`src/rtl/ovn_pkg.sv`:
```
`timescale 1ns / 1ps
// Shared types, codes and the cosine blend weight function for the octave value noise unit.
package ovn_pkg;

    localparam int APB_AW = 4;
    localparam int APB_DW = 32;

    localparam logic [10:0] LATTICE_COUNT_RST = 11'd1;
    localparam logic [3:0]  OCTAVE_COUNT_RST  = 4'd1;
    localparam logic [15:0] PERSISTENCE_RST   = 16'd16384;

    localparam int QUO_BITS  = 16;
    localparam int DIV_CNT_W = 4;
    localparam logic [DIV_CNT_W-1:0] DIV_CNT_LAST = DIV_CNT_W'(QUO_BITS - 1);

    localparam logic [63:0] PI_Q30  = 64'd3373259426;
    localparam logic [63:0] ONE_Q30 = 64'd1 << 30;

    typedef enum logic [1:0] {
        REG_LATTICE_COUNT = 2'd0,
        REG_OCTAVE_COUNT  = 2'd1,
        REG_PERSISTENCE   = 2'd2
    } reg_idx_t;

    typedef enum logic {
        KIND_LOAD = 1'b0,
        KIND_EVAL = 1'b1
    } kind_t;

    typedef enum logic [3:0] {
        ST_IDLE,
        ST_SCALE,
        ST_FETCH,
        ST_BLEND,
        ST_WEIGHT,
        ST_ACCUM,
        ST_NORM,
        ST_DIVIDE,
        ST_DONE
    } state_t;

    typedef struct packed {
        logic [10:0] lattice_count;
        logic [3:0]  octave_count;
        logic [15:0] persistence;
    } cfg_t;

    typedef struct packed {
        logic load_write;
        logic eval_start;
        logic scale;
        logic fetch;
        logic blend;
        logic weight;
        logic accum;
        logic norm;
        logic div_step;
        logic out_load;
    } dp_cmd_t;

    typedef struct packed {
        logic last_octave;
        logic div_last;
    } dp_status_t;

    // Raised-cosine weight for the lower half of the blend table, Q0.16.
    function automatic logic [16:0] half_weight(input logic [63:0] j, input int bits);
        logic [63:0] u;
        logic [63:0] u2;
        logic [63:0] term;
        longint      c;
        u    = (PI_Q30 * j) >> bits;
        u2   = (u * u) >> 30;
        term = ONE_Q30;
        c    = longint'(ONE_Q30);
        term = ((term * u2) >> 30) / 64'd2;
        c    = c - longint'(term);
        term = ((term * u2) >> 30) / 64'd12;
        c    = c + longint'(term);
        term = ((term * u2) >> 30) / 64'd30;
        c    = c - longint'(term);
        term = ((term * u2) >> 30) / 64'd56;
        c    = c + longint'(term);
        term = ((term * u2) >> 30) / 64'd90;
        c    = c - longint'(term);
        term = ((term * u2) >> 30) / 64'd132;
        c    = c + longint'(term);
        term = ((term * u2) >> 30) / 64'd182;
        c    = c - longint'(term);
        if (c < 0)
        begin
            c = 0;
        end
        if (c > longint'(ONE_Q30))
        begin
            c = longint'(ONE_Q30);
        end
        return 17'(((ONE_Q30 - 64'(c)) + (64'd1 << 14)) >> 15);
    endfunction

    // The upper half mirrors the lower half about one half.
    function automatic logic [16:0] blend_weight(input logic [63:0] j, input int bits);
        logic [63:0] full;
        full = 64'd1 << bits;
        if (j <= (full >> 1))
        begin
            return half_weight(j, bits);
        end
        return 17'(64'd65536 - 64'(half_weight(full - j, bits)));
    endfunction

endpackage

```
`src/rtl/ovn_ctrl.sv`:
```
`timescale 1ns / 1ps
// Sequencer for loads, the per-octave loop, the divider and the result register handshake.
module ovn_ctrl (
    input  logic                  clk,
    input  logic                  rst_n,
    input  logic                  item_valid,
    output logic                  item_ready,
    input  logic                  kind,
    output logic                  result_valid,
    input  logic                  result_ready,
    input  ovn_pkg::dp_status_t   status,
    output ovn_pkg::dp_cmd_t      cmd
);

    ovn_pkg::state_t state_reg, state_next;
    logic            out_valid_reg, out_valid_next;

    always_ff @(posedge clk or negedge rst_n)
    begin
        if (!rst_n)
        begin
            state_reg     <= ovn_pkg::ST_IDLE;
            out_valid_reg <= 1'b0;
        end
        else
        begin
            state_reg     <= state_next;
            out_valid_reg <= out_valid_next;
        end
    end

    always_comb
    begin
        state_next     = state_reg;
        out_valid_next = out_valid_reg & ~result_ready;
        cmd            = '0;
        item_ready     = 1'b0;
        unique case (state_reg)
            ovn_pkg::ST_IDLE:
            begin
                item_ready = 1'b1;
                if (item_valid)
                begin
                    if (kind == ovn_pkg::KIND_EVAL)
                    begin
                        cmd.eval_start = 1'b1;
                        state_next     = ovn_pkg::ST_SCALE;
                    end
                    else
                    begin
                        cmd.load_write = 1'b1;
                    end
                end
            end
            ovn_pkg::ST_SCALE:
            begin
                cmd.scale  = 1'b1;
                state_next = ovn_pkg::ST_FETCH;
            end
            ovn_pkg::ST_FETCH:
            begin
                cmd.fetch  = 1'b1;
                state_next = ovn_pkg::ST_BLEND;
            end
            ovn_pkg::ST_BLEND:
            begin
                cmd.blend  = 1'b1;
                state_next = ovn_pkg::ST_WEIGHT;
            end
            ovn_pkg::ST_WEIGHT:
            begin
                cmd.weight = 1'b1;
                state_next = ovn_pkg::ST_ACCUM;
            end
            ovn_pkg::ST_ACCUM:
            begin
                cmd.accum  = 1'b1;
                state_next = status.last_octave ? ovn_pkg::ST_NORM : ovn_pkg::ST_FETCH;
            end
            ovn_pkg::ST_NORM:
            begin
                cmd.norm   = 1'b1;
                state_next = ovn_pkg::ST_DIVIDE;
            end
            ovn_pkg::ST_DIVIDE:
            begin
                cmd.div_step = 1'b1;
                if (status.div_last)
                begin
                    state_next = ovn_pkg::ST_DONE;
                end
            end
            ovn_pkg::ST_DONE:
            begin
                // The result register may only be overwritten once its beat has gone.
                if (!out_valid_reg || result_ready)
                begin
                    cmd.out_load   = 1'b1;
                    out_valid_next = 1'b1;
                    state_next     = ovn_pkg::ST_IDLE;
                end
            end
            default:
            begin
                state_next = ovn_pkg::ST_IDLE;
            end
        endcase
    end

    assign result_valid = out_valid_reg;

endmodule

```
`config.mk`:
```
export PLATFORM = sky130hd
export DESIGN_NAME = ovn_ctrl
export DESIGN_NICKNAME = d
export VERILOG_FILES = /design/src/rtl/ovn_pkg.sv /design/src/rtl/ovn_ctrl.sv
export SDC_FILE = /design/constraint.sdc
export NUM_CORES = 1
export LEC_CHECK = 0
export BUFFER_PORTS_ARGS = -buffer_cell sky130_fd_sc_hd__buf_4
export CAP_MARGIN = 20
export CORE_AREA = 2 2 39 41
export CTS_CLUSTER_SIZE = 10
export DETAILED_ROUTE_END_ITERATION = 8
export DIE_AREA = 0 0 41 43
export PLACE_DENSITY_LB_ADDON = 0.2
export SETUP_SLACK_MARGIN = 0.3
export SLEW_MARGIN = 30
export SYNTH_ARGS = -nofsm -noshare
export SYNTH_HDL_FRONTEND = slang
export SYNTH_SLANG_ARGS = --single-unit
```
`constraint.sdc`:
```
create_clock -name clk -period 1.4 [get_ports clk]
set_clock_uncertainty 0.05 [all_clocks]
set_input_delay 0 -clock clk [delete_from_list [all_inputs] [get_ports clk]]
set_output_delay 0 -clock clk [all_outputs]
set_load 0.005 [all_outputs]
```
==> metrics.yaml, run 1 <==
placed_design:
  io_buffers: 18
  routabilityCongestion: 0.765
synth:
  syn_nets: 45
  synth_top_cell_area_share_pct: 37.6
  ys_top_cells_by_area: "dfrtp_1 (38%), nand2b_1 (7.5%), nor3_1 (7.5%)"
  ys_seq_area_share_pct: 37.6
  avgSynthCellArea_um2: 8.76
  synth_top_area_cell: "dfrtp_1"
  synth_edf_count: 0
  synth_common_cells: "dfrtp_1 (5), nor2_1 (5), nor3_1 (5), nand2b_1 (4), nand2_1 (3)"
  async_reset_ff_share_pct: 100
  yosysWarnings: 0
  ys_types: 21
  synth-seq-cells: 5
  synthesis.instances: 38
  ys.flop_type: "dfrtp_1"
  synth_area_um2: 333
setup_path:
  arrival_ns: 1.28
  crit_type: "flop to output port"
  end_kind: "output port"
  cp.required_ns: 1.35
  worstPathMaxFanout: 4
  crit_path_start_kind: "flop"
die:
  coreArea_um2: 1380
  die_y_um: 43
  start_util_pct: 24.1
  dieArea_um2: 1760
  fp.dieW_um: 41
  num_rows: 14
  io_pins: 19
timing:
  fin_worst_hold_slack_ns: 0.0242
  finalCriticalPeriod_ns: 1.33
  setup_tns_ns: 0
  finalHoldViolCount: 0
  drv_slew: 0
  slew-limit-headroom_pct: 84.2
  rsz0062_at_grt: "yes"
  worst_pin_slew_ns: 0.235
  period_share_pct: 95.3
  setup_viol: 0
  fmax_ghz: 0.750
routing:
  drt_iter0_drc: 0
  viasPerCell: 4.64
  drc: 0
  vias: 408
  dr.pass1.iters: 1
  finalWirelength_um: 1180
  ant_nets: 0
  wl_per_cell_um: 13.4
clock_tree:
  clock_latency_ns: 0.24
  cts_buffers: 3
  cts_sinks: 5
  cts_buffer_depth: 2
  clkTransAtPathRegs_ns: 0.05
  root_buffer: "clkbuf_4"
  tritoncts: "built"
  htreeDepth: 1
final_layout:
  fill_cells: 121
  area_delta_synth_final_pct: 127
  drive_above_1_share_pct: 76.4
  largest_reg_flops: 4
  n_antenna_cell: 0
  layout.nets: 80
  fin_util_pct: 54.5
grt:
  grt_first_pass_wirelength_um: 1740
  antenna_found_initial: 0
  grt_max_degree: 6
  overflow: 0
  grtUsageTotal_pct: 15.2
  grt_pass1_vias: 423
outcome:
  outcome: "complete, no violations"
pwr:
  power_density_nw_per_um2: 2080
  p_leak_uw: 0.000349
  ir_drop_v: 0.00104
  p_total_uw: 1570
hold_path:
  hold_path.class: "primary input to flop"
run:
  drv_cap: 0
[layer usage]
metal	global-route usage [%]	vias up	wire length (um)
met1	16.6	195	451
li1	-	202	-
met2	25.3	11	682
met3	0.524	0	43
met4	12.0	0	0
met5	0	-	0
[cell families after synthesis]
| kind of cell | share of synthesized area (%) |
|---|---|
| buffers and inverters | 6.01 |
| AND/OR/NAND/NOR | 43.6 |
| AO/OA/AOI/OAI | 12.8 |
| flip-flops | 37.6 |
[cells in the final DEF (no fill, tap or decap), types with 2 or more instances in the layout]
cell,n
clkbuf_4,3
nand2b_4,2
dfrtp_2,4
dlygate4sd3_1,2
nor2_4,2
nand2_4,2
nor3_2,3
nand2b_1,2
nor2_2,2
nand2_1,2
buf_6,8
nor3_4,2
buf_4,21
[final timing paths]
kind,start,endpoint,slack (ns),cells past startpoint
min,status[1],state_reg[2],0.02,3
min in group asynchronous,rst_n,state_reg[3],0.04,2
max,state_reg[3],cmd[8],0.07,3
max reg2reg,state_reg[1],state_reg[1],0.21,4
min reg2reg,result_valid,result_valid,0.51,2
max in group asynchronous,rst_n,state_reg[1],1.13,2
[metrics by stage]
stage	std cells	setup slack (ns)	instance area (um2)
floorplan	38	0.322	333
global placement	70	0.195	472
detailed placement	70	0.207	472
CTS	88	0.0595	702
global route	88	-0.00538	754
finish	88	0.0660	754
[layout make-up]
type                    count  area, um2  share of cell area [%]
clock buffers               4       26.3                    3.48
flip-flops and latches      5        130                    17.2
repair buffers             32        288                    38.1
inverters                   1       6.26                   0.829
well taps                  16       20.0                    2.65
multi-input cells          30        284                    37.6
[where the power goes]
part           switching [uW]  leakage (uW)  internal (uW)  total, uW
clock                    59.5     0.0000150            108        167
sequential                103     0.0000585            208        311
combinational             477      0.000276            612       1090
total                     639      0.000349            928       1570
[critical path, stage by stage, from the launching register on]
cell and delay, ns:
dfrtp_2 0.44, nor4_4 0.31, and3_1 0.19, buf_4 0.10
[timing repair]
| item | 4_1_cts | 5_1_grt |
|---|---|---|
| setup buffers | 12 | 0 |
| hold buffers | 2 | 0 |
| setup endpoints to repair | 15 | 15 |
| hold endpoints to repair | 6 | 0 |
| gates resized for setup | 23 | 13 |
| pin swaps | 12 | 5 |
Power figures use the tool's default switching activity.
==> run 2, diff against run 1 <==
- CTS_BUF_LIST: unset -> sky130_fd_sc_hd__clkbuf_16
==> run 2 against run 1 <==
First-iteration DRC count is 1 higher. Non-clock buffer count stayed put. Combinational power hardly changed. Die area stayed put. Register-to-register slack better by 0.03 ns. Worst setup slack better by 0.018 ns. Via count is 3.2% lower. Total power is 18% higher. Clock power grew to 2.8 times the previous value. Maximum frequency is 1.3% higher. Sequential power hardly changed. Critical endpoint unchanged. Largest cell class is now multi-input combinational cells.
==> metrics.yaml, run 2 (synthesis gave the netlist of run 1 again) <==
placed_design:
  placed_cell_area_um2: 472  # unchanged
  routabilityCongestion: 0.765  # unchanged
  place_inst: 70  # unchanged
  io_buffers: 18  # unchanged
timing:
  fmax_ghz: 0.760  # +1.3%
  rsz0062_at_grt: "yes"
  drv_slew: 0  # unchanged
  finalHoldViolCount: 0  # unchanged
  slew-limit-headroom_pct: 84.2  # about the same
  setup_tns_ns: 0  # unchanged
  fin_worst_hold_slack_ns: 0.0305  # +0.00630 ns
  setup_viol: 0  # unchanged
  period_share_pct: 94.0  # -1.3 points
  worst_pin_slew_ns: 0.235  # -0.0000819 ns
  finalCriticalPeriod_ns: 1.32  # -0.0177 ns
setup_path:
  arrival_ns: 1.27  # about the same
  worstPathCellList: "nor4_4 -> and3_1 -> buf_4"
  worstReg2RegStart: "state_reg[2]"
  worst-path-buf-inv: 1  # unchanged
  cp.required_ns: 1.35  # about the same
  worstReg2RegEnd: "state_reg[0]"
  crit_type: "flop to output port"
  worstPathMaxFanout: 4  # unchanged
  crit_family: "simple AND/OR/NAND/NOR gates"
  slowest_stage: "dfrtp_2"
  crit_path_start_kind: "flop"
  reg2reg_slack_ns: 0.24  # +0.03 ns
  end_kind: "output port"
  reg2reg_depth: 4  # unchanged
  path_depth: 3  # unchanged
  slowest_delay_ns: 0.45  # about the same
routing:
  finalWirelength_um: 1150  # -2.6%
  ant_nets: 0  # unchanged
  dr.pass1.iters: 4  # +3
  drt_iter0_drc: 1  # +1
  vias: 395  # -3.2%
  viasPerCell: 4.49  # -3.2%
  wl_per_cell_um: 13.0  # -2.6%
  drc: 0  # unchanged
pwr:
  switching_power_uw: 664  # +3.9%
  combinationalPowerShare_pct: 58.3  # -11 points
  power_density_nw_per_um2: 2310  # +11%
  ir_drop_v: 0.00152  # +46%
  seqPwrFrac_pct: 16.6  # -3.3 points
  internal-power_uw: 1190  # +28%
  sw_frac_of_total_pct: 35.9  # -4.9 points
  p_leak_uw: 0.000376  # +7.6%
  clkPwrFrac_pct: 25.0  # +14 points
hold_path:
  hold_path.class: "primary input to flop"
  hp-start: "status[1]"
  min_to: "state_reg[2]"
  hold_depth: 3  # unchanged
grt:
  antenna_found_initial: 0  # unchanged
  grtUsageTotal_pct: 16.1  # +0.91 points
  grt_max_degree: 6  # unchanged
  overflow: 0  # unchanged
  grt_pass1_vias: 423  # unchanged
  grt_first_pass_wirelength_um: 1790  # +2.8%
final_layout:
  final_cell_mix: "buf_4 (22), buf_6 (7), dfrtp_2 (4)"
  n_antenna_cell: 0  # unchanged
  layout.area.seq_um2: 130  # unchanged
  fin_cells: 88  # unchanged
  layout.nets: 80  # unchanged
  multi_input_area_um2: 284  # unchanged
  largest_reg_flops: 4  # unchanged
  final_common_cell: "buf_4"
  fill_cells: 124  # +2.5%
  design_area_um2: 803  # +6.5%
  drive_above_1_share_pct: 76.4  # unchanged
  fin_util_pct: 58.0  # +3.5 points
  area_delta_synth_final_pct: 141
outcome:
  outcome: "complete, no violations"
clock_tree:
  clock_latency_ns: 0.23  # about the same
  root_buffer: "clkbuf_16"
  cts_buffer_depth: 2  # unchanged
  clkTransAtPathRegs_ns: 0.03  # -0.02 ns
  htreeDepth: 1  # unchanged
  cts_buffers: 3  # unchanged
  cts_sinks: 5  # unchanged
  tritoncts: "built"
die:
  dieArea_um2: 1760  # unchanged
  num_rows: 14  # unchanged
  io_pins: 19  # unchanged
  die_y_um: 43  # unchanged
  start_util_pct: 24.1  # unchanged
  fp.dieW_um: 41  # unchanged
  coreArea_um2: 1380  # unchanged
run:
  drv_cap: 0  # unchanged
## run 2: cell types whose count changed in the layout (fill, tap and decap cells not counted), sizes merged
cell / delta
clkbuf: -1
inv: +1
## run 2: power groups by stage
stage	Combinational (uW)	Sequential (uW)	Clock, uW
after detailed placement	456	343	0
after global placement	458	336	0
after CTS	935	306	466
after floorplan	320	265	0
after global routing	1150	321	481
final	1080	308	463
## run 2: final cells by class
type	count	area share [%]
clock buffers	3	9.35
inverters	1	0.779
repair buffers	32	35.4
flip-flops and latches	5	16.2
clock inverters	1	0.467
multi-input cells	30	35.4
well taps	16	2.49
## run 2: metrics by stage
stage / power (uW) / setup slack [ns]
finish: 1850 / 0.0837
global route: 1960 / 0.0130
floorplan: 585 / 0.322
CTS: 1710 / 0.0864
global placement: 794 / 0.195
detailed placement: 799 / 0.207
## run 2: worst max path at each step
stage	from	to	slack [ns]
2_1_floorplan	state_reg[3]	state_reg[3]	0.32
3_3_place_gp	state_reg[2]	state_reg[3]	0.19
3_5_place_dp	state_reg[3]	state_reg[3]	0.21
4_1_cts	state_reg[3]	cmd[8]	0.09
5_1_grt	state_reg[1]	cmd[9]	0.01
6_report	state_reg[1]	cmd[8]	0.08
## run 2: worst register-to-register path, delay by kind of cell (launching register included)
kind / cells / cell delay [ns]
AND/OR/NAND/NOR: 1 / 0.17
AO/OA/AOI/OAI: 2 / 0.25
buffers and inverters: 1 / 0.15
flip-flops: 1 / 0.43
## run 2: repair_timing
action                                  4_1_cts  5_1_grt
pin swaps                                    11        4
endpoints found under the setup margin       15       15
hold buffers                                  2        0
resized for setup                            24       11
buffers inserted                             12        0
hold endpoints to repair                      6        0
## run 2: routing by layer
layer	share of wire (%)	GRT usage (%)	routed length [um]
met2	54	24.7	615
met3	3.8	2.09	44
met4	1.7	14.0	19
met1	41	18.2	468
met5	0	0	0
