$ cat src/rtl/ovn_pkg.sv
`timescale 1ns / 1ps
// Shared types, codes and the cosine blend weight function for the octave value noise unit.
package ovn_pkg;

    localparam int APB_AW = 4;
    localparam int APB_DW = 32;

    localparam logic [10:0] LATTICE_COUNT_RST = 11'd1;
    localparam logic [3:0]  OCTAVE_COUNT_RST  = 4'd1;
    localparam logic [15:0] PERSISTENCE_RST   = 16'd16384;

    localparam int QUO_BITS  = 16;
    localparam int DIV_CNT_W = 4;
    localparam logic [DIV_CNT_W-1:0] DIV_CNT_LAST = DIV_CNT_W'(QUO_BITS - 1);

    localparam logic [63:0] PI_Q30  = 64'd3373259426;
    localparam logic [63:0] ONE_Q30 = 64'd1 << 30;

    typedef enum logic [1:0] {
        REG_LATTICE_COUNT = 2'd0,
        REG_OCTAVE_COUNT  = 2'd1,
        REG_PERSISTENCE   = 2'd2
    } reg_idx_t;

    typedef enum logic {
        KIND_LOAD = 1'b0,
        KIND_EVAL = 1'b1
    } kind_t;

    typedef enum logic [3:0] {
        ST_IDLE,
        ST_SCALE,
        ST_FETCH,
        ST_BLEND,
        ST_WEIGHT,
        ST_ACCUM,
        ST_NORM,
        ST_DIVIDE,
        ST_DONE
    } state_t;

    typedef struct packed {
        logic [10:0] lattice_count;
        logic [3:0]  octave_count;
        logic [15:0] persistence;
    } cfg_t;

    typedef struct packed {
        logic load_write;
        logic eval_start;
        logic scale;
        logic fetch;
        logic blend;
        logic weight;
        logic accum;
        logic norm;
        logic div_step;
        logic out_load;
    } dp_cmd_t;

    typedef struct packed {
        logic last_octave;
        logic div_last;
    } dp_status_t;

    // Raised-cosine weight for the lower half of the blend table, Q0.16.
    function automatic logic [16:0] half_weight(input logic [63:0] j, input int bits);
        logic [63:0] u;
        logic [63:0] u2;
        logic [63:0] term;
        longint      c;
        u    = (PI_Q30 * j) >> bits;
        u2   = (u * u) >> 30;
        term = ONE_Q30;
        c    = longint'(ONE_Q30);
        term = ((term * u2) >> 30) / 64'd2;
        c    = c - longint'(term);
        term = ((term * u2) >> 30) / 64'd12;
        c    = c + longint'(term);
        term = ((term * u2) >> 30) / 64'd30;
        c    = c - longint'(term);
        term = ((term * u2) >> 30) / 64'd56;
        c    = c + longint'(term);
        term = ((term * u2) >> 30) / 64'd90;
        c    = c - longint'(term);
        term = ((term * u2) >> 30) / 64'd132;
        c    = c + longint'(term);
        term = ((term * u2) >> 30) / 64'd182;
        c    = c - longint'(term);
        if (c < 0)
        begin
            c = 0;
        end
        if (c > longint'(ONE_Q30))
        begin
            c = longint'(ONE_Q30);
        end
        return 17'(((ONE_Q30 - 64'(c)) + (64'd1 << 14)) >> 15);
    endfunction

    // The upper half mirrors the lower half about one half.
    function automatic logic [16:0] blend_weight(input logic [63:0] j, input int bits);
        logic [63:0] full;
        full = 64'd1 << bits;
        if (j <= (full >> 1))
        begin
            return half_weight(j, bits);
        end
        return 17'(64'd65536 - 64'(half_weight(full - j, bits)));
    endfunction

endpackage

$ cat src/rtl/ovn_cfg.sv
`timescale 1ns / 1ps
// APB register file holding lattice count, octave count and persistence.
module ovn_cfg (
    input  logic                         clk,
    input  logic                         rst_n,
    input  logic                         psel,
    input  logic                         penable,
    input  logic                         pwrite,
    input  logic [ovn_pkg::APB_AW-1:0]   paddr,
    input  logic [ovn_pkg::APB_DW-1:0]   pwdata,
    output logic [ovn_pkg::APB_DW-1:0]   prdata,
    output logic                         pready,
    output ovn_pkg::cfg_t                cfg
);

    logic [10:0] lattice_count_reg, lattice_count_next;
    logic [3:0]  octave_count_reg, octave_count_next;
    logic [15:0] persistence_reg, persistence_next;
    logic        wr_en;

    assign pready = 1'b1;
    assign wr_en  = psel & penable & pwrite;

    always_comb
    begin
        lattice_count_next = lattice_count_reg;
        octave_count_next  = octave_count_reg;
        persistence_next   = persistence_reg;
        if (wr_en)
        begin
            unique case (paddr[3:2])
                ovn_pkg::REG_LATTICE_COUNT: lattice_count_next = pwdata[10:0];
                ovn_pkg::REG_OCTAVE_COUNT:  octave_count_next  = pwdata[3:0];
                ovn_pkg::REG_PERSISTENCE:   persistence_next   = pwdata[15:0];
                default:
                begin
                end
            endcase
        end
    end

    always_ff @(posedge clk or negedge rst_n)
    begin
        if (!rst_n)
        begin
            lattice_count_reg <= ovn_pkg::LATTICE_COUNT_RST;
            octave_count_reg  <= ovn_pkg::OCTAVE_COUNT_RST;
            persistence_reg   <= ovn_pkg::PERSISTENCE_RST;
        end
        else
        begin
            lattice_count_reg <= lattice_count_next;
            octave_count_reg  <= octave_count_next;
            persistence_reg   <= persistence_next;
        end
    end

    always_comb
    begin
        unique case (paddr[3:2])
            ovn_pkg::REG_LATTICE_COUNT: prdata = 32'(lattice_count_reg);
            ovn_pkg::REG_OCTAVE_COUNT:  prdata = 32'(octave_count_reg);
            ovn_pkg::REG_PERSISTENCE:   prdata = 32'(persistence_reg);
            default:                    prdata = '0;
        endcase
    end

    assign cfg.lattice_count = lattice_count_reg;
    assign cfg.octave_count  = octave_count_reg;
    assign cfg.persistence   = persistence_reg;

endmodule

$ cat config.mk
export PLATFORM = sky130hd
export DESIGN_NAME = ovn_cfg
export DESIGN_NICKNAME = d
export VERILOG_FILES = /design/src/rtl/ovn_pkg.sv /design/src/rtl/ovn_cfg.sv
export SDC_FILE = /design/constraint.sdc
export NUM_CORES = 1
export LEC_CHECK = 0
export ABC_AREA = 1
export ABC_CLOCK_PERIOD_IN_PS = 1700
export BUFFER_PORTS_ARGS = -buffer_cell sky130_fd_sc_hd__buf_2
export CAP_MARGIN = 15
export CORE_ASPECT_RATIO = 0.6
export CORE_MARGIN = 2
export CORE_UTILIZATION = 45
export DETAILED_ROUTE_END_ITERATION = 10
export PLACE_DENSITY_LB_ADDON = 0.05
export SYNTH_ARGS = -nofsm -noshare
export SYNTH_HDL_FRONTEND = slang
export SYNTH_SLANG_ARGS = --single-unit
$ cat constraint.sdc
create_clock -name clk -period 1.7 [get_ports clk]
set_input_delay 0 -clock clk [delete_from_list [all_inputs] [get_ports clk]]
set_output_delay 0 -clock clk [all_outputs]
set_load 0.02 [all_outputs]
==> impl_metrics.ini, run 1 <==
[cts]
clk_latency_ns = 0.29
clk_path_buf_depth = 2
post_cts_buffers = 0
numClockSinks = 31
cts_hold_buffers = 17
cts_buffers = 5
cts_max_level = 2
path_clk_slew_ns = 0.07
cts-root-buf = clkbuf_8
cts_resized = 0
cts_tree = yes

[final_layout]
area_delta_synth_final_pct = 34.6
largest_register_ffs = 16
drive_gt1_share_pct = 30.9
fin_nets = 341
fin_area_mm2 = 0.00221
diodes = 0

[worst_setup_path]
critPathRequiredTime_ns = 1.70
r2r_end = octave_count_reg[0]
crit_path_end_kind = output pin
r2r_slack_ns = 0.99
rr_worst_depth = 2
cp-start-kind = flip-flop
r2r-start = octave_count_reg[0]
critical_path_class = reg2out
cp.arrival_ns = 1.15
crit_path_max_fanout = 3

[grt]
grt-ovfl-total = 0
grt_pass1_vias = 1343
grt_pass1_wl_um = 6330
gr-usage-met1_pct = 29.1
grt_max_degree = 32
grt_util_all_layers_pct = 20.9
busiest_layer = met2
met3_usage_pct = 5.22
grt_use_met2_pct = 31.2
antenna_found_initial = 0

[power_and_ir_drop]
power_density_mw_per_mm2 = 1160
total_power_mw = 2.55
power.leakage_nw = 1.34
ir_drop_mv = 0.665

[sta]
finalSetupViolCount = 0
setup_tns_ns = 0
tightest_slew_ns = 0.662
slew_viol_final = 0
skew_ns = 0
max_slew_margin_pct = 55.9
period_share_pct = 67.7
hold_ws_ns = 0.135
rsz0062_at_grt = no
clock.fmax_mhz = 869
hold_viol = 0
post-route-min-period_ns = 1.15

[floorplanning]
fp.dieW_um = 82.0
start_util_pct = 48.8
die-area_mm2 = 0.00416
core_mm2 = 0.00336
io_pins = 105
rows = 16
dieHeight_um = 50.8

[worst_hold_path]
holdPathStages = 5
worstHoldEndpoint = octave_count_reg[0]
min_from = paddr[2]
min_path_type = in2reg

[place]
place_area_mm2 = 0.00192
dp_hpwl_um = 2700
port_buffers = 69
place_congestion = 0.720

[synth]
synth_top_cell_by_area = dfrtp_1
ys_seq_area_share_pct = 47.5
yosys.area.top_type_share_pct = 42.7
ys_types = 20
netlist_instances = 214
synth_area_mm2 = 0.00164
synth-seq-cells = 31
syn_avg_cell_area_um2 = 7.67
ys_top_cells_by_area = dfrtp_1 43%, nand2_1 29%, buf_4 8.7%
synth_warnings = 0

[drt]
ant_nets = 0
routed_wl_um = 3930
dr.pass1.iters = 4
vias_per_cell = 4.43
wire_per_inst_um = 11.3
drtIter0Drc = 89
drc = 0
routed-via-count = 1534

[run]
cap_violations = 0

[run_status]
status = finished, final reports clean
[critical path, stage by stage, from the launching register on]
cell and delay (ns):
dfstp_2 0.55, inv_1 0.05, nor2_1 0.10, buf_2 0.17
[kinds of logic (layout without fill, tap and decap cells)]
family	Yosys count	after routing	share of synthesized area [%]
other	2	17	0.457
AND/OR/NAND/NOR	148	148	38.2
flip-flops	31	31	47.5
buffers and inverters	33	105	13.9
[report_power, final]
group | internal [mW] | switching, mW
Combinational | 0.263 | 0.513
Clock | 0.474 | 0.283
Sequential | 0.900 | 0.121
Total | 1.64 | 0.917
[worst max path at each step]
| stage | endpoint | slack [ns] | from | depth (start not counted) |
|---|---|---|---|---|
| global route | prdata[1] | 0.47 | paddr[2] | 6 |
| detailed placement | lattice_count_reg[10] | 0.53 | paddr[2] | 5 |
| finish | prdata[14] | 0.55 | persistence_reg[14] | 3 |
| global placement | lattice_count_reg[2] | 0.53 | paddr[2] | 5 |
| CTS | prdata[0] | 0.57 | octave_count_reg[0] | 3 |
| floorplan | prdata[14] | 0.77 | persistence_reg[14] | 2 |
[per-layer routing]
metal,vias up,part of all wire [%]
li1,772,-
met1,683,50
met2,73,41
met3,6,7.7
met4,0,1.2
met5,-,0
[per-stage QoR]
| stage | utilization, % | setup slack [ns] | instances |
|---|---|---|---|
| 2_1_floorplan | - | 0.766 | 229 |
| 6_report | 65.7 | 0.549 | 346 |
| 5_1_grt | 65.7 | 0.468 | 346 |
| 3_5_place_dp | 57.1 | 0.533 | 321 |
| 3_3_place_gp | 57.1 | 0.534 | 321 |
| 4_1_cts | 65.7 | 0.567 | 346 |
[layout by cell type, fill, tap and decap left out, types with 3 or more instances in the layout]
| cell | instances |
|---|---|
| nand2_1 | 127 |
| nor2_1 | 7 |
| dfstp_2 | 3 |
| clkbuf_8 | 6 |
| conb_1 | 17 |
| dfrtp_1 | 28 |
| nand2_2 | 4 |
| dlygate4sd3_1 | 17 |
| buf_2 | 69 |
| inv_1 | 8 |
| nand3_1 | 4 |
[Yosys cell counts (all sizes together)]
| master | instances |
|---|---|
| nand2 | 133 |
| dfrtp | 28 |
| buf | 23 |
| inv | 10 |
| nor2 | 10 |
| nand3 | 5 |
| dfstp | 3 |
| conb | 2 |
[area by class of cell]
class	count	area [um^2]
clock buffers	6	82.6
clock inverters	2	35.0
fillers	323	1150
inverters	10	42.5
multi-input cells	165	691
flip-flops and latches	31	779
well taps	45	56.3
repair buffers	87	523
Power figures use the tool's default switching activity.
==> run 2: changes to the inputs <==
--- a/config.mk
+++ b/config.mk
@@ -6,12 +6,12 @@
 export NUM_CORES = 1
 export LEC_CHECK = 0
 export ABC_AREA = 1
-export ABC_CLOCK_PERIOD_IN_PS = 1700
+export ABC_CLOCK_PERIOD_IN_PS = 1000
 export BUFFER_PORTS_ARGS = -buffer_cell sky130_fd_sc_hd__buf_2
 export CAP_MARGIN = 15
 export CORE_ASPECT_RATIO = 0.6
 export CORE_MARGIN = 2
-export CORE_UTILIZATION = 45
+export CORE_UTILIZATION = 38
 export DETAILED_ROUTE_END_ITERATION = 10
 export PLACE_DENSITY_LB_ADDON = 0.05
 export SYNTH_ARGS = -nofsm -noshare
==> constraint.sdc (replaced) <==
create_clock -name clk -period 1 [get_ports clk]
set_input_delay 0 -clock clk [delete_from_list [all_inputs] [get_ports clk]]
set_output_delay 0 -clock clk [all_outputs]
set_load 0.02 [all_outputs]
==> run 2 against run 1 <==
Count of clock-buffer cells in the layout unchanged. Critical path depth unchanged. Highest routed layer unchanged. Hold slack worse by 0.0077 ns. Critical path type unchanged. Register-to-register slack worse by 0.80 ns. Largest cell class unchanged. Wire length up 13%. The flow now finishes with violations (negative setup slack). Combinational power up 110%. Die area up 17%. Clock power up 70%. Setup slack worse by 0.64 ns. Design area up 12%.
==> impl_metrics.ini, run 2 (same netlist as run 1, synthesis figures left out) <==
[worst_setup_path]
crit_path_end_kind = output pin
cp-start-kind = flip-flop
r2r_end = persistence_reg[14]
critical_path_class = reg2out
cp_slowest_cell = dfstp_2
crit_path_max_fanout = 3
r2r-start = persistence_reg[14]
r2r_slack_ns = 0.19
cpPeakStageDelay_ns = 0.57
critPathRequiredTime_ns = 1.00
cp.arrival_ns = 1.09
worstPathCellList = nand2_2, nand3_2, buf_6
rr_worst_depth = 3

[cts]
clk_path_buf_depth = 2
clk_latency_ns = 0.29
numClockSinks = 31
cts-root-buf = clkbuf_8
cts_max_level = 2
cts_tree = yes
cts_buffers = 5
path_clk_slew_ns = 0.07

[sta]
hold_ws_ns = 0.128
finalSetupViolCount = 4
hold_viol = 0
slew_viol_final = 0
rsz0062_at_grt = yes
period_share_pct = 109
fin_ws_ns = -0.0925
clock.fmax_mhz = 915
skew_ns = 0
post-route-min-period_ns = 1.09

[floorplanning]
start_util_pct = 39.8
fp.dieW_um = 88.9
die-area_mm2 = 0.00488
dieHeight_um = 54.9
core_mm2 = 0.00412
rows = 18
io_pins = 105

[final_layout]
largest_register_ffs = 16
fin_nets = 358
final_common_cell = nand2_1
postLayoutCoreUtil_pct = 60.1
final_cell_mix = 125 x nand2_1, 53 x buf_2, 28 x dfrtp_1, 22 x buf_4
ff_latch_area_um2 = 779
drive_gt1_share_pct = 37.1
multi_input_area_um2 = 718
area_delta_synth_final_pct = 50.9
fill_cells = 397
diodes = 0

[place]
dpl_worst_slack_ns = 0.105
port_buffers = 69
place_congestion = 0.794
dp_hpwl_um = 2870

[drt]
ant_nets = 0
routed-via-count = 1608
drtIter0Drc = 44
wire_per_inst_um = 11.7
drc = 0
routed_wl_um = 4430
dr.pass1.iters = 4
vias_per_cell = 4.25

[grt]
grt_pass1_wl_um = 6660
grt-ovfl-total = 0
antenna_found_initial = 0
grt_max_degree = 21
grt_util_all_layers_pct = 19.1
grt_pass1_vias = 1375

[power_and_ir_drop]
ir_drop_mv = 0.813
power_density_mw_per_mm2 = 1880
power.leakage_nw = 1.47

[run_status]
failed_checks = negative setup slack
status = complete, but fails checks

[worst_hold_path]
min_path_type = in2reg
holdPathStages = 5
min_from = paddr[2]
worstHoldEndpoint = octave_count_reg[0]

[run]
cap_violations = 0
## run 2: stage by stage
| step | setup TNS, ns | std cells | cell area [um^2] | power (mW) |
|---|---|---|---|---|
| finish | -0.221 | 378 | 2480 | 4.67 |
| CTS | -0.261 | 366 | 2300 | 4.46 |
| global placement | 0 | 339 | 1980 | 3.04 |
| floorplan | 0 | 229 | 1700 | 2.59 |
| detailed placement | 0 | 339 | 1980 | 3.05 |
| global route | -0.620 | 378 | 2480 | 4.97 |
## run 2: layer usage
layer | global-route usage [%] | wire, um | vias up
met4 | 6.82 | 51 | 0
met3 | 5.04 | 294 | 7
met2 | 29.9 | 2060 | 62
met5 | 0 | 0 | -
li1 | - | - | 812
met1 | 26.0 | 2030 | 727
## run 2: final cells by class
cell class	count	share of cell area, %
repair buffers	104	30.1
inverters	10	1.72
multi-input cells	165	29.0
well taps	60	3.03
clock buffers	6	3.33
clock inverters	2	1.41
flip-flops and latches	31	31.5
## run 2: what timing repair did
item | CTS | global route
gates resized for setup | 8 | 27
pin swaps | 3 | 12
hold endpoints to repair | 60 | 0
endpoints found under the setup margin | 6 | 16
setup buffers | 2 | 12
hold buffers | 17 | 0
## run 2: how the worst max path moves through the flow
stage | from | to | slack [ns] | cells past startpoint
after CTS | persistence_reg[14] | prdata[14] | -0.11 | 3
after global placement | paddr[2] | prdata[2] | 0.11 | 6
after floorplan | persistence_reg[14] | prdata[14] | 0.07 | 2
final | lattice_count_reg[0] | prdata[0] | -0.09 | 3
after detailed placement | paddr[2] | prdata[1] | 0.11 | 6
after global routing | persistence_reg[14] | prdata[14] | -0.16 | 3
## run 2: where the power goes
part / internal [mW] / switching (mW) / total [mW] / leakage [nW]
Combinational: 0.692 / 0.954 / 1.65 / 1.02
Clock: 0.806 / 0.483 / 1.29 / 0.0612
Sequential: 1.53 / 0.202 / 1.73 / 0.387
Total: 3.03 / 1.64 / 4.67 / 1.47
## run 2: worst max-delay path, delay by kind of cell (launching register included)
| family | cells | cell delay [ns] |
|---|---|---|
| and+or+nand+nor | 2 | 0.13 |
| buffers and inverters | 1 | 0.11 |
| DFF | 1 | 0.57 |
==> run 3: changes to the inputs <==
--- a/config.mk
+++ b/config.mk
@@ -14,6 +14,7 @@
 export CORE_UTILIZATION = 38
 export DETAILED_ROUTE_END_ITERATION = 10
 export PLACE_DENSITY_LB_ADDON = 0.05
+export RECOVER_POWER = 100
 export SYNTH_ARGS = -nofsm -noshare
 export SYNTH_HDL_FRONTEND = slang
 export SYNTH_SLANG_ARGS = --single-unit
==> run 3 against run 2 <==
The run still ends with negative setup slack left. Critical path depth stayed put. Global-route usage stayed put. Fmax down 0.10%.
==> impl_metrics.ini, run 3 (same netlist as run 1, synthesis figures left out) <==
[run_status]
status = complete, but fails checks
failed_checks = negative setup slack

[power_and_ir_drop]
power.leakage_nw = 1.47
power.internal_mw = 3.03
power_frac_seq_pct = 37.2
power_density_mw_per_mm2 = 1880
p_clk_share_pct = 27.5
p_comb_share_pct = 35.3
ir_drop_mv = 0.814
p_sw_share_pct = 35.1
switchingPower_mw = 1.64

[sta]
period_share_pct = 109
fin_ws_ns = -0.0937
hold_ws_ns = 0.130
post-route-min-period_ns = 1.09
max_slew_margin_pct = 49.0
clock.fmax_mhz = 914
slew_viol_final = 0
rsz0062_at_grt = yes
tightest_slew_ns = 0.765
finalSetupViolCount = 5
skew_ns = 0
hold_viol = 0

[worst_hold_path]
min_path_type = in2reg
min_from = paddr[2]
holdPathStages = 5
worstHoldEndpoint = octave_count_reg[0]

[floorplanning]
io_pins = 105
die-area_mm2 = 0.00488
fp.dieW_um = 88.9
core_mm2 = 0.00412
start_util_pct = 39.8
dieHeight_um = 54.9
rows = 18

[drt]
dr.pass1.iters = 4
ant_nets = 0
drtIter0Drc = 51
vias_per_cell = 4.25
drc = 0
wire_per_inst_um = 11.7
routed_wl_um = 4440
routed-via-count = 1607

[grt]
grt_max_degree = 21
grt_util_all_layers_pct = 19.1
grt-ovfl-total = 0
grt_pass1_vias = 1375
grt_pass1_wl_um = 6660
antenna_found_initial = 0

[worst_setup_path]
cp-start-kind = flip-flop
r2r_end = persistence_reg[14]
cp.arrival_ns = 1.09
crit_path_max_fanout = 3
r2r-start = persistence_reg[14]
critical_path_class = reg2out
rr_worst_depth = 3
crit_path_end_kind = output pin
critPathRequiredTime_ns = 1.00
r2r_slack_ns = 0.19

[final_layout]
postLayoutCoreUtil_pct = 60.1
fin_nets = 358
diodes = 0
fin_area_mm2 = 0.00248
fill_cells = 396
drive_gt1_share_pct = 36.8
largest_register_ffs = 16
final_common_cell = nand2_1
final_cell_mix = 125 x nand2_1, 52 x buf_2, 28 x dfrtp_1, 22 x buf_4
area_delta_synth_final_pct = 50.8

[cts]
cts_buffers = 5
cts-root-buf = clkbuf_8
cts_tree = yes
numClockSinks = 31
cts_max_level = 2
path_clk_slew_ns = 0.07
clk_latency_ns = 0.28
clk_path_buf_depth = 2

[place]
dp_hpwl_um = 2870
place_area_mm2 = 0.00198
port_buffers = 69
place_congestion = 0.794
dpl_worst_slack_ns = 0.105

[run]
cap_violations = 0
run 3: power groups by stage:
stage          Sequential (mW)  Clock (mW)  Combinational, mW
6_report                  1.73        1.28               1.65
5_1_grt                   1.77        1.39               1.81
4_1_cts                   1.74        1.32               1.41
3_5_place_dp              1.76           0               1.29
3_3_place_gp              1.76           0               1.28
2_1_floorplan             2.06           0              0.537
run 3: final cells by class:
type / count / area [um^2] / share of cell area, %
well taps: 60 / 75.1 / 3.03
clock inverters: 2 / 35.0 / 1.41
repair buffers: 104 / 743 / 30.0
clock buffers: 6 / 82.6 / 3.34
inverters: 10 / 42.5 / 1.72
flip-flops and latches: 31 / 779 / 31.5
multi-input cells: 165 / 718 / 29.0
run 3: through the flow:
stage | setup TNS [ns] | total power, mW | instances
after detailed placement | 0 | 3.05 | 339
after floorplan | 0 | 2.59 | 229
final | -0.222 | 4.66 | 378
after CTS | -0.261 | 4.46 | 366
after global placement | 0 | 3.04 | 339
after global routing | -0.781 | 4.97 | 378
run 3: worst max-delay path: stages (launching register included):
cell and delay, ns:
dfstp_2 0.57, nand2_2 0.06, nand3_2 0.07, buf_6 0.11
run 3: timing repair:
| item | 4_1_cts | 5_1_grt |
|---|---|---|
| pin swaps | 3 | 12 |
| hold endpoints to repair | 60 | 0 |
| endpoints found under the setup margin | 6 | 16 |
| cloned | 0 | 0 |
| resized for setup | 8 | 27 |
| setup buffers | 2 | 12 |
| hold buffers | 17 | 0 |
run 3: worst max path at each step:
| stage | to | slack, ns | depth (start not counted) | from |
|---|---|---|---|---|
| 6_report | prdata[0] | -0.09 | 3 | lattice_count_reg[0] |
| 5_1_grt | prdata[14] | -0.16 | 3 | persistence_reg[14] |
| 4_1_cts | prdata[14] | -0.11 | 3 | persistence_reg[14] |
| 3_5_place_dp | prdata[1] | 0.11 | 6 | paddr[2] |
| 3_3_place_gp | prdata[2] | 0.11 | 6 | paddr[2] |
| 2_1_floorplan | prdata[14] | 0.07 | 2 | persistence_reg[14] |
run 3: layer usage:
metal | vias up | track usage, % | wire length [um]
li1 | 812 | - | -
met1 | 729 | 26.0 | 2010
met2 | 59 | 29.9 | 2090
met3 | 7 | 5.04 | 289
met4 | 0 | 6.82 | 51
met5 | - | 0 | 0
